## config.mk

```make
export PLATFORM = sky130hd
export DESIGN_NAME = button_packet_decoder_core
export DESIGN_NICKNAME = d
export VERILOG_FILES = /design/src/design/bpd_pkg.sv /design/src/design/bpd_parser.sv /design/src/design/bpd_button.sv /design/src/design/button_packet_decoder_core.sv
export VERILOG_INCLUDE_DIRS = /design/src /design/src/design
export SDC_FILE = /design/constraint.sdc
export NUM_CORES = 1
export LEC_CHECK = 0
export BUFFER_PORTS_ARGS = -buffer_cell sky130_fd_sc_hd__buf_2
export CAP_MARGIN = 20
export CORE_AREA = 2 2 79 81
export DETAILED_ROUTE_END_ITERATION = 8
export DIE_AREA = 0 0 81 83
export PLACE_DENSITY = 0.87
export SYNTH_ARGS = -nofsm -noshare
export SYNTH_HDL_FRONTEND = slang
export SYNTH_SLANG_ARGS = --single-unit
```

## constraint.sdc

```tcl
create_clock -name clock -period 8 [get_ports clock]
set_clock_uncertainty 0.1 [all_clocks]
set_input_delay 0 -clock clock [delete_from_list [all_inputs] [get_ports clock]]
set_output_delay 0 -clock clock [all_outputs]
set_load 0.03 [all_outputs]
```

## src/design/button_packet_decoder_core_assert.svh

```systemverilog
// assertion macros shared by the button packet decoder modules
`ifndef BUTTON_PACKET_DECODER_CORE_ASSERT_SVH
`define BUTTON_PACKET_DECODER_CORE_ASSERT_SVH

// same-cycle implication, checked on every rising clock edge out of reset
`define BPD_ASSERT_NOW(label, clk, rst, cond, expr, msg) \
   label: assert property (@(posedge clk) disable iff (rst) (cond) |-> (expr)) \
      else $error(msg);

// next-cycle implication, checked on every rising clock edge out of reset
`define BPD_ASSERT_NEXT(label, clk, rst, cond, expr, msg) \
   label: assert property (@(posedge clk) disable iff (rst) (cond) |=> (expr)) \
      else $error(msg);

`endif

```

## src/design/bpd_pkg.sv

```systemverilog
// shared types and constants of the button packet decoder
package bpd_pkg;

   // packet framing and button characters
   localparam logic [7:0] CH_START = 8'h21;
   localparam logic [7:0] CH_BLOCK = 8'h42;
   localparam logic [7:0] CH_FWD   = 8'h35;
   localparam logic [7:0] CH_BACK  = 8'h36;
   localparam logic [7:0] CH_LEFT  = 8'h37;
   localparam logic [7:0] CH_RIGHT = 8'h38;
   localparam logic [7:0] CH_PRESS = 8'h31;

   // configuration register map
   localparam int unsigned CSR_INDEX_WIDTH = 1;
   localparam int unsigned CSR_DATA_WIDTH  = 7;
   localparam logic [CSR_INDEX_WIDTH-1:0] CSR_DRIVE_OFFSET = 1'd0;
   localparam logic [CSR_INDEX_WIDTH-1:0] CSR_TURN_OFFSET  = 1'd1;
   localparam logic [CSR_DATA_WIDTH-1:0]  DRIVE_OFFSET_RESET = 7'd40;
   localparam logic [CSR_DATA_WIDTH-1:0]  TURN_OFFSET_RESET  = 7'd30;

   // held flag bit positions
   localparam int unsigned HELD_FWD   = 0;
   localparam int unsigned HELD_BACK  = 1;
   localparam int unsigned HELD_LEFT  = 2;
   localparam int unsigned HELD_RIGHT = 3;

   // parser phases
   typedef enum logic [2:0] {
      PH_IDLE   = 3'd0,
      PH_BLOCK  = 3'd1,
      PH_BUTTON = 3'd2,
      PH_PRESS  = 3'd3,
      PH_CHECK  = 3'd4
   } phase_type;

   // outcome of one byte as seen by the button logic
   typedef struct packed {
      logic       accepted;
      logic       bad;
      logic [7:0] button;
      logic [7:0] press;
   } pkt_type;

endpackage

```

## src/design/bpd_parser.sv

```systemverilog
// packet framing state machine and checksum check
module bpd_parser
   import bpd_pkg::*;
(
   input  logic       clock,
   input  logic       reset,
   input  logic       step,
   input  logic [7:0] rx_byte,
   output pkt_type    pkt
);

   phase_type  phase_ff, phase_in;
   logic [7:0] button_ff, button_in;
   logic [7:0] press_ff, press_in;
   logic [7:0] expect_sum;

   // inverse of the 8-bit sum of the first four bytes
   assign expect_sum = ~(CH_START + CH_BLOCK + button_ff + press_ff);

   // next phase and captured bytes
   always_comb begin
      phase_in  = phase_ff;
      button_in = button_ff;
      press_in  = press_ff;
      if (step) begin
         unique case (phase_ff)
            PH_BLOCK: begin
               phase_in = (rx_byte == CH_BLOCK) ? PH_BUTTON : PH_IDLE;
            end
            PH_BUTTON: begin
               button_in = rx_byte;
               phase_in  = PH_PRESS;
            end
            PH_PRESS: begin
               press_in = rx_byte;
               phase_in = PH_CHECK;
            end
            PH_CHECK: begin
               phase_in = PH_IDLE;
            end
            default: begin
               phase_in = (rx_byte == CH_START) ? PH_BLOCK : PH_IDLE;
            end
         endcase
      end
   end

   // outcome of the checksum byte
   always_comb begin
      pkt.accepted = 1'b0;
      pkt.bad      = 1'b0;
      pkt.button   = button_ff;
      pkt.press    = press_ff;
      if (step && (phase_ff == PH_CHECK)) begin
         pkt.accepted = (rx_byte == expect_sum);
         pkt.bad      = (rx_byte != expect_sum);
      end
   end

   // phase register and packet bytes
   always_ff @(posedge clock) begin
      if (reset) begin
         phase_ff  <= PH_IDLE;
         button_ff <= 8'd0;
         press_ff  <= 8'd0;
      end else begin
         phase_ff  <= phase_in;
         button_ff <= button_in;
         press_ff  <= press_in;
      end
   end

`include "button_packet_decoder_core_assert.svh"

   `BPD_ASSERT_NOW(a_one_outcome, clock, reset, 1'b1, !(pkt.accepted && pkt.bad), "both outcomes at once")
   `BPD_ASSERT_NEXT(a_check_ends, clock, reset, step && (phase_ff == PH_CHECK), phase_ff == PH_IDLE, "parser did not return to idle after checksum")
   `BPD_ASSERT_NEXT(a_block_ok, clock, reset, step && (phase_ff == PH_BLOCK) && (rx_byte == CH_BLOCK), phase_ff == PH_BUTTON, "second byte not followed by button phase")
   `BPD_ASSERT_NEXT(a_hold_idle, clock, reset, !step, $stable(phase_ff) && $stable(button_ff) && $stable(press_ff), "parser moved without a beat")

endmodule

```

## src/design/bpd_button.sv

```systemverilog
// held flags and steering offsets updated by good packets
module bpd_button
   import bpd_pkg::*;
(
   input  logic                      clock,
   input  logic                      reset,
   input  pkt_type                   pkt,
   input  logic [CSR_DATA_WIDTH-1:0] drive_offset,
   input  logic [CSR_DATA_WIDTH-1:0] turn_offset,
   output logic [3:0]                held,
   output logic [7:0]                left_offset,
   output logic [7:0]                right_offset
);

   logic [3:0] held_ff, held_in;
   logic [7:0] left_ff, left_in;
   logic [7:0] right_ff, right_in;
   logic [7:0] drive_pos, drive_neg, turn_pos, turn_neg;
   logic [7:0] new_left, new_right;
   logic [3:0] sel;
   logic       known;

   // positive and negated offset magnitudes
   assign drive_pos = {1'b0, drive_offset};
   assign turn_pos  = {1'b0, turn_offset};
   assign drive_neg = 8'd0 - drive_pos;
   assign turn_neg  = 8'd0 - turn_pos;

   // decode the button number
   always_comb begin
      sel       = 4'd0;
      known     = 1'b1;
      new_left  = drive_pos;
      new_right = drive_pos;
      unique case (pkt.button)
         CH_FWD: begin
            sel[HELD_FWD] = 1'b1;
         end
         CH_BACK: begin
            sel[HELD_BACK] = 1'b1;
            new_left       = drive_neg;
            new_right      = drive_neg;
         end
         CH_LEFT: begin
            sel[HELD_LEFT] = 1'b1;
            new_left       = turn_pos;
            new_right      = turn_neg;
         end
         CH_RIGHT: begin
            sel[HELD_RIGHT] = 1'b1;
            new_left        = turn_neg;
            new_right       = turn_pos;
         end
         default: begin
            known = 1'b0;
         end
      endcase
   end

   // press sets the flag and loads offsets, release clears the flag
   always_comb begin
      held_in  = held_ff;
      left_in  = left_ff;
      right_in = right_ff;
      if (pkt.accepted && known) begin
         if (pkt.press == CH_PRESS) begin
            held_in  = held_ff | sel;
            left_in  = new_left;
            right_in = new_right;
         end else begin
            held_in = held_ff & ~sel;
         end
      end
   end

   always_ff @(posedge clock) begin
      if (reset) begin
         held_ff  <= 4'd0;
         left_ff  <= 8'd0;
         right_ff <= 8'd0;
      end else begin
         held_ff  <= held_in;
         left_ff  <= left_in;
         right_ff <= right_in;
      end
   end

   assign held         = held_ff;
   assign left_offset  = left_ff;
   assign right_offset = right_ff;

endmodule

```

## src/design/button_packet_decoder_core.sv

```systemverilog
// Button packet decoder: takes one received serial byte per beat and returns one result
// per byte with the held flags, the steering offsets and the accept and bad-checksum
// pulses. Throughput is one byte per clock while rsp_ready does not hold the pipe; a
// byte waits in the input register and its result is loaded into the output register
// when the pipe advances, after which rsp_valid rises and the result beat can be taken.
// The parser state and the button state advance together with the output
// register, so a stalled rsp_ready holds the pipe, and the input register can still take
// one more byte while a finished result waits. csr_ writes load the drive and turn
// offsets (index 0 and 1) and are meant for idle periods only.
module button_packet_decoder_core
   import bpd_pkg::*;
(
   input  logic                       clock,
   input  logic                       reset,
   input  logic                       req_valid,
   output logic                       req_ready,
   input  logic [7:0]                 req_rx_byte,
   output logic                       rsp_valid,
   input  logic                       rsp_ready,
   output logic                       rsp_forward_held,
   output logic                       rsp_backward_held,
   output logic                       rsp_left_held,
   output logic                       rsp_right_held,
   output logic signed [7:0]          rsp_left_offset,
   output logic signed [7:0]          rsp_right_offset,
   output logic                       rsp_packet_accepted,
   output logic                       rsp_checksum_bad,
   input  logic                       csr_write_enable,
   input  logic [CSR_INDEX_WIDTH-1:0] csr_index,
   input  logic [CSR_DATA_WIDTH-1:0]  csr_write_data
);

   logic                      in_valid_ff, in_valid_in;
   logic [7:0]                in_byte_ff, in_byte_in;
   logic                      rsp_valid_ff, rsp_valid_in;
   logic                      accepted_ff, accepted_in;
   logic                      bad_ff, bad_in;
   logic [CSR_DATA_WIDTH-1:0] drive_ff, drive_in;
   logic [CSR_DATA_WIDTH-1:0] turn_ff, turn_in;
   logic                      advance;
   pkt_type                   pkt;
   logic [3:0]                held;
   logic [7:0]                left_offset;
   logic [7:0]                right_offset;

   // pipe moves when the output register is free or being emptied
   assign advance   = in_valid_ff && (!rsp_valid_ff || rsp_ready);
   assign req_ready = !in_valid_ff || advance;

   // input register
   always_comb begin
      in_valid_in = in_valid_ff;
      in_byte_in  = in_byte_ff;
      if (req_valid && req_ready) begin
         in_valid_in = 1'b1;
         in_byte_in  = req_rx_byte;
      end else if (advance) begin
         in_valid_in = 1'b0;
      end
   end

   // output register for the pulses and valid
   always_comb begin
      rsp_valid_in = rsp_valid_ff;
      accepted_in  = accepted_ff;
      bad_in       = bad_ff;
      if (advance) begin
         rsp_valid_in = 1'b1;
         accepted_in  = pkt.accepted;
         bad_in       = pkt.bad;
      end else if (rsp_ready) begin
         rsp_valid_in = 1'b0;
      end
   end

   // configuration writes
   always_comb begin
      drive_in = drive_ff;
      turn_in  = turn_ff;
      if (csr_write_enable) begin
         unique case (csr_index)
            CSR_DRIVE_OFFSET: drive_in = csr_write_data;
            CSR_TURN_OFFSET:  turn_in  = csr_write_data;
            default: begin
            end
         endcase
      end
   end

   always_ff @(posedge clock) begin
      if (reset) begin
         in_valid_ff  <= 1'b0;
         rsp_valid_ff <= 1'b0;
         drive_ff     <= DRIVE_OFFSET_RESET;
         turn_ff      <= TURN_OFFSET_RESET;
      end else begin
         in_valid_ff  <= in_valid_in;
         rsp_valid_ff <= rsp_valid_in;
         drive_ff     <= drive_in;
         turn_ff      <= turn_in;
      end
   end

   always_ff @(posedge clock) begin
      in_byte_ff  <= in_byte_in;
      accepted_ff <= accepted_in;
      bad_ff      <= bad_in;
   end

   // framing and checksum
   bpd_parser u_parser (
      .clock   (clock),
      .reset   (reset),
      .step    (advance),
      .rx_byte (in_byte_ff),
      .pkt     (pkt)
   );

   // button state, which doubles as the result register for flags and offsets
   bpd_button u_button (
      .clock        (clock),
      .reset        (reset),
      .pkt          (pkt),
      .drive_offset (drive_ff),
      .turn_offset  (turn_ff),
      .held         (held),
      .left_offset  (left_offset),
      .right_offset (right_offset)
   );

   assign rsp_valid           = rsp_valid_ff;
   assign rsp_forward_held    = held[HELD_FWD];
   assign rsp_backward_held   = held[HELD_BACK];
   assign rsp_left_held       = held[HELD_LEFT];
   assign rsp_right_held      = held[HELD_RIGHT];
   assign rsp_left_offset     = left_offset;
   assign rsp_right_offset    = right_offset;
   assign rsp_packet_accepted = accepted_ff;
   assign rsp_checksum_bad    = bad_ff;

`include "button_packet_decoder_core_assert.svh"

   `BPD_ASSERT_NOW(a_no_overrun, clock, reset, in_valid_ff && rsp_valid_ff && !rsp_ready,
      !req_ready, "input taken while pipe is stalled")
   `BPD_ASSERT_NEXT(a_hold_byte, clock, reset, in_valid_ff && !advance,
      in_valid_ff && $stable(in_byte_ff), "waiting beat lost from input register")
   `BPD_ASSERT_NEXT(a_result_follows, clock, reset, advance, rsp_valid,
      "advanced beat produced no result")
   `BPD_ASSERT_NOW(a_pulses_exclusive, clock, reset, rsp_valid,
      !(rsp_packet_accepted && rsp_checksum_bad), "result flags accept and bad together")

endmodule

```

* After elaboration in Yosys (flattened, before gate mapping) *
Index checks and enable logic that the tools add are counted.

storage, ports and cells
  input bits = 21
  output and inout bits = 24
  logic and storage cells = 67
  bits in registers = 65

operators by class
  $add $sub $neg = 4
  muxes and demuxes = 16
  reduce and logical (&&, ||, !) cells = 16
  equality and inequality tests = 13
  bitwise operators = 5

operators with widths
  operator                                          count
  == test 8 x 6 -> 1 bit (second input constant)    6
  case mux 8 bit (3 select lines)                   2
  subtractor 1 x 7 -> 8 bit (first input constant)  2
  case mux 3 bit (4 select lines)                   1
  two-way mux 1 bit                                 10
  AND reduction 2 bit                               5
  adder 7 x 8 -> 8 bit (first input constant)       1
  adder 8 bit                                       1
  == test 8 x 7 -> 1 bit (second input constant)    1
  == test 8 bit                                     1
  != test 8 bit                                     1
  NOT 8 bit                                         1
  == test 3 x 2 -> 1 bit (second input constant)    2
  AND 4 bit                                         1
  logical AND 1 bit                                 4
  two-way mux 2 bit                                 2
  two-way mux 4 bit                                 1
  NOT 4 bit                                         1
  OR 4 bit                                          1
  nonzero test 2 bit                                2
  OR reduction 4 bit                                1
  == test 3 x 1 -> 1 bit (second input constant)    1
  == test 3 bit (second input constant)             1
  logical NOT 1 bit                                 2
  other kinds (2)                                   3

* Longest topological paths before layout *
  depth in word-level cells = 7
  gate-level depth with buffers = 14

* By module *
A second synthesis with hierarchy kept.

unflattened totals
  cells, all modules = 422
  area, all modules = 3597.2 sq um

modules (own cells, without submodules)
  module                      area each (sq um)  instances  cells each  seq. area each (sq um)
  bpd_button                  1388.8             1          188         380.4
  bpd_parser                  1234.9             1          156         380.4
  button_packet_decoder_core  973.4              1          78          620.6

* Worst setup path after synthesis *
OpenSTA, ideal clock, no wires.

  path type = register -> register
  start point = reg u_parser.button_ff[1]
  end point = reg u_button.left_ff[3], in the netlist u_button.left_offset[3]
  library setup time = 0.123 ns
  stages on the path, launching flop included = 14
  data arrival time = 2.922 ns
  setup slack = 4.855 ns
  cells stage by stage = dfxtp_1 inv_1 ha_1 inv_1 ha_1 inv_1 fa_1 xnor2_1 xnor2_1 nor4_2 o2111ai_2 or2_1 buf_6 mux2_1

between the ends
  word-level cells in the longest chain between the ends = 7

ends and longest elaborated chain
  what                           RTL line          RTL
  from (decl)                    bpd_parser.sv:13  logic [7:0] button_ff, button_in;
  from (signal assigned)         bpd_parser.sv:68  button_ff <= button_in;
  adder 7 x 8 -> 8 bit           bpd_parser.sv:18  assign expect_sum = ~(CH_START + CH_BLOCK + button_ff + press_ff);
  adder 8 bit                    bpd_parser.sv:18
  NOT 8 bit                      bpd_parser.sv:18
  == test 8 bit                  bpd_parser.sv:55  pkt.accepted = (rx_byte == expect_sum);
  two-way mux 2 bit              bpd_parser.sv:54  if (step && (phase_ff == PH_CHECK)) begin
  logical AND 1 bit              bpd_button.sv:65  if (pkt.accepted && known) begin
  AND reduction 2 bit (no line)  -
  to (signal assigned)           bpd_button.sv:83  left_ff <= left_in;
  to (decl)                      bpd_button.sv:16  logic [7:0] left_ff, left_in;

Parallel ways exist; a longest one is shown, timed or not.
A chain may end at the register's enable or synchronous reset.

* Final worst setup path *
  start point = reg u_parser.button_ff[1]
  end point = reg u_button.right_ff[3], in the netlist u_button.right_offset[3]

between the ends
  word-level cells in the longest chain between the ends = 7

ends and longest elaborated chain
  what                           RTL line          RTL
  adder 7 x 8 -> 8 bit           bpd_parser.sv:18
  adder 8 bit                    bpd_parser.sv:18
  NOT 8 bit                      bpd_parser.sv:18
  == test 8 bit                  bpd_parser.sv:55
  two-way mux 2 bit              bpd_parser.sv:54
  logical AND 1 bit              bpd_button.sv:65
  AND reduction 2 bit (no line)  -
  to (signal assigned)           bpd_button.sv:84  right_ff <= right_in;
  to (decl)                      bpd_button.sv:17  logic [7:0] right_ff, right_in;

Parallel ways exist; a longest one is shown, timed or not.

==> run_results.csv <==
group,metric,value,unit
route,dr_total_vias,3255,
worst_setup_path,critPathMaxFanout,18,
logic_synthesis,async_reset_ff_frac,0,
logic_synthesis,synth_edf_count,10,
route,drt_iter0_drc,253,
logic_synthesis,synthCells,412,
worst_setup_path,critPathLaunchType,"register",
layout,syn_to_final_growth,16.6,%
logic_synthesis,avgSynthCellArea,8.75,um2
power_and_ir_drop,powerDensity,154,nW/um2
timing,fmax,265,MHz
timing,worst_slack,4.23,ns
cts,cts.clk_slew.worst_paths,0.08,ns
die,start_util,0.620,
logic_synthesis,synthAdderAreaFrac,0.0576,
die,num_io_pins,45,
place,gp_congestion,0.879,
timing,slew_headroom,0.364,
timing,setup-tns-final,0,ns
logic_synthesis,muxShareOfSynthArea,0.0826,
worst_setup_path,reg2reg_to,"u_button.right_offset[3]",
worst_setup_path,reg2regPathDepth,12,
power_and_ir_drop,p_seq_frac,0.533,
worst_setup_path,worstSetupPathType,"reg2reg",
logic_synthesis,yosysSeqAreaShare,0.383,
global_route,grt_pass1_vias,3003,
route,ant_nets,0,
worst_setup_path,reg2reg_slack,4.23,ns
place,dp_hpwl,5.70,mm
cts,cts_tree,"yes",
cts,cts.sinks,64,
cts,cts_buffer_depth,2,
die,rows,28,
job,maxCapViolCount,0,
power_and_ir_drop,p_int,0.472,mW
cts,cts_setup_buffers,0,
min_path,min_from,"reset",
worst_setup_path,worstSetupStartpoint,"u_parser.button_ff[1]",
layout,fillers,450,
worst_setup_path,crit_path_cell_trace,"inv_1, ha_1, inv_1, ha_1, inv_1, fa_1, xnor2_1, xnor2_1, nor4_2, o2111ai_2, or2_1, mux2_1",
route,wl_per_cell,14.7,um
min_path,min_path_cells,2,
global_route,grt_max_degree,49,
cts,cts_resized,0,
die,dieWidth,81,um
timing,rsz0062_at_grt,"false",
timing,period_share,0.471,
timing,worst_pin_slew,0.954,ns
layout,num_antenna_cells,0,
logic_synthesis,synth_nets,449,
layout,final_nets,504,
route,vias_per_cell,5.95,
die,core-area,5820,um2
cts,cts_buffers,9,
timing,slew_violations,0,
logic_synthesis,synth_xor_xnor_area_share,0.0389,
logic_synthesis,syn-cell-area,3600,um2
logic_synthesis,yosys_warnings,0,
layout,layout_commonest_cell,"dfxtp_1",
layout,instances_no_fill,547,
route,drc,0,
logic_synthesis,synth_simple_gate_area_share,0.229,
global_route,grt_use_total,0.252,
outcome,status,"finished, final reports clean",
place,place_area,3810,um2
timing,layout_min_cycle_time,3.77,ns
power_and_ir_drop,p_comb_frac,0.078,
global_route,overflow,0,
worst_setup_path,r2r-start,"u_parser.button_ff[1]",
timing,final-hold-violation-count,0,
route,dr.pass1.iters,5,
cts,worstSkewPairLatency,0.35,ns
die,die_y,83,um
worst_setup_path,slowest_delay,0.63,ns
place,post-place-ws,4.27,ns
logic_synthesis,synth.distinct_cells,56,
worst_setup_path,critPathMostFrequentCell,"inv_1",
die,die-area,6720,um2
place,placed_cells,510,
logic_synthesis,synth_compound_area_frac,0.151,
worst_setup_path,slowest_stage,"or2_1",
cts,cts-root-buf,"clkbuf_8",
place,io_buffers,44,
power_and_ir_drop,ir_drop,0.000137,V
min_path,whs_endpoint,"u_parser.press_ff[5]",
power_and_ir_drop,power.switching,0.175,mW
worst_setup_path,cp.required,8.13,ns
cts,clock_tree.htree_level_count,3,
logic_synthesis,synth-seq-cells,64,
cts,cts_hold_buf,21,
power_and_ir_drop,sw_frac_of_total,0.270,
power_and_ir_drop,leakage,1.80,nW
timing,setup_viol,0,
global_route,antenna_found_initial,0,
power_and_ir_drop,p_clk_frac,0.389,
logic_synthesis,synth_top_family_by_area,"simple AND/OR/NAND/NOR gates",
min_path,min_path_type,"in2reg",
layout,finalInstanceArea,4200,um2
global_route,grt_pass1_wl,13.4,mm
layout,layout-drive-gt1-share,0.153,
logic_synthesis,dominantRegCellSynth,"dfxtp_1",
worst_setup_path,end_kind,"register",
layout,layout_common_cells,"dfxtp_1 (54), nand2_1 (47), buf_2 (44)",
route,totalWireLength,8.02,mm
worst_setup_path,crit_arrival,3.90,ns
==> cell usage after synthesis (all sizes together) (11+ instances only) <==
library cell / number / area share
a21oi: 27 / 0.038
nand3: 19 / 0.026
ha: 15 / 0.052
inv: 26 / 0.027
xnor2: 11 / 0.027
nor2: 31 / 0.032
nand2: 47 / 0.049
nor3: 11 / 0.015
o21ai: 14 / 0.019
dfxtp: 54 / 0.30
or3: 11 / 0.019
clkbuf: 18 / 0.019
mux2i: 23 / 0.064
==> power by group through the flow <==
stage	registers, mW	logic [mW]	clock network [mW]
after floorplan	0.349	0.0299	0
after global placement	0.350	0.0406	0
after detailed placement	0.351	0.0418	0
after CTS	0.344	0.0497	0.255
after global routing	0.345	0.0557	0.269
final	0.344	0.0503	0.252
==> final cells by class <==
cell class | count | area, um2 | area share
multi-input combinational | 300 | 2010 | 0.479
sequential | 64 | 1380 | 0.329
timing repair buffer | 65 | 430 | 0.102
clock buffer | 9 | 124 | 0.0295
inverter | 27 | 101 | 0.0241
tap | 75 | 93.8 | 0.0223
clock inverter | 7 | 56.3 | 0.0134
==> critical path, delay by kind of cell, from the launching register on <==
family	cells	cell delay [ns]
AOI/OAI and AO/OA	1	0.31
adders and majority gates	3	0.84
buffers and inverters	3	0.22
xor gates and xnor gates	2	0.33
DFF	1	0.47
and+or+nand+nor	2	0.93
muxes	1	0.46
==> how the worst max path moves through the flow <==
| stage | slack (ns) | cells past startpoint | end |
|---|---|---|---|
| after floorplan | 4.86 | 13 | u_button.left_offset[3] |
| after global placement | 4.46 | 12 | u_button.left_offset[3] |
| after detailed placement | 4.27 | 12 | u_button.right_offset[3] |
| after CTS | 4.26 | 12 | u_button.right_offset[3] |
| after global routing | 3.98 | 12 | u_button.right_offset[3] |
| final | 4.23 | 12 | u_button.right_offset[3] |
==> metrics by stage <==
step / utilization / hold WS (ns) / total power, mW
6_report: 0.722 / 0.199 / 0.646
3_3_place_gp: 0.655 / 0.0772 / 0.391
3_5_place_dp: 0.655 / 0.0782 / 0.393
5_1_grt: 0.722 / 0.223 / 0.670
4_1_cts: 0.722 / 0.179 / 0.648
2_1_floorplan: - / -0.00113 / 0.378
==> layer usage <==
metal,global-route usage,vias up,share of wire
li1,-,1575,-
met1,0.323,1517,0.43
met2,0.398,143,0.47
met5,0,-,0
met3,0.0554,20,0.078
met4,0.123,0,0.021
==> registers in the layout, summed over array words and instances, names as in the netlist, named ones only <==
signal,flops
in_valid_ff,1
u_parser.phase_ff,3
u_button.right_offset,8
turn_ff,7
u_parser.button_ff,8
rsp_checksum_bad,1
rsp_packet_accepted,1
u_button.left_offset,7
u_parser.press_ff,8
rsp_valid,1
in_byte_ff,8
drive_ff,7
==> cells by family after synthesis <==
logic type | Yosys count
and+or+nand+nor | 160
buffers and inverters | 48
xor gates and xnor gates | 16
adders and majority gates | 16
AOI/OAI and AO/OA | 79
DFF | 64
muxes | 29
(Power assumes the default switching activity.)
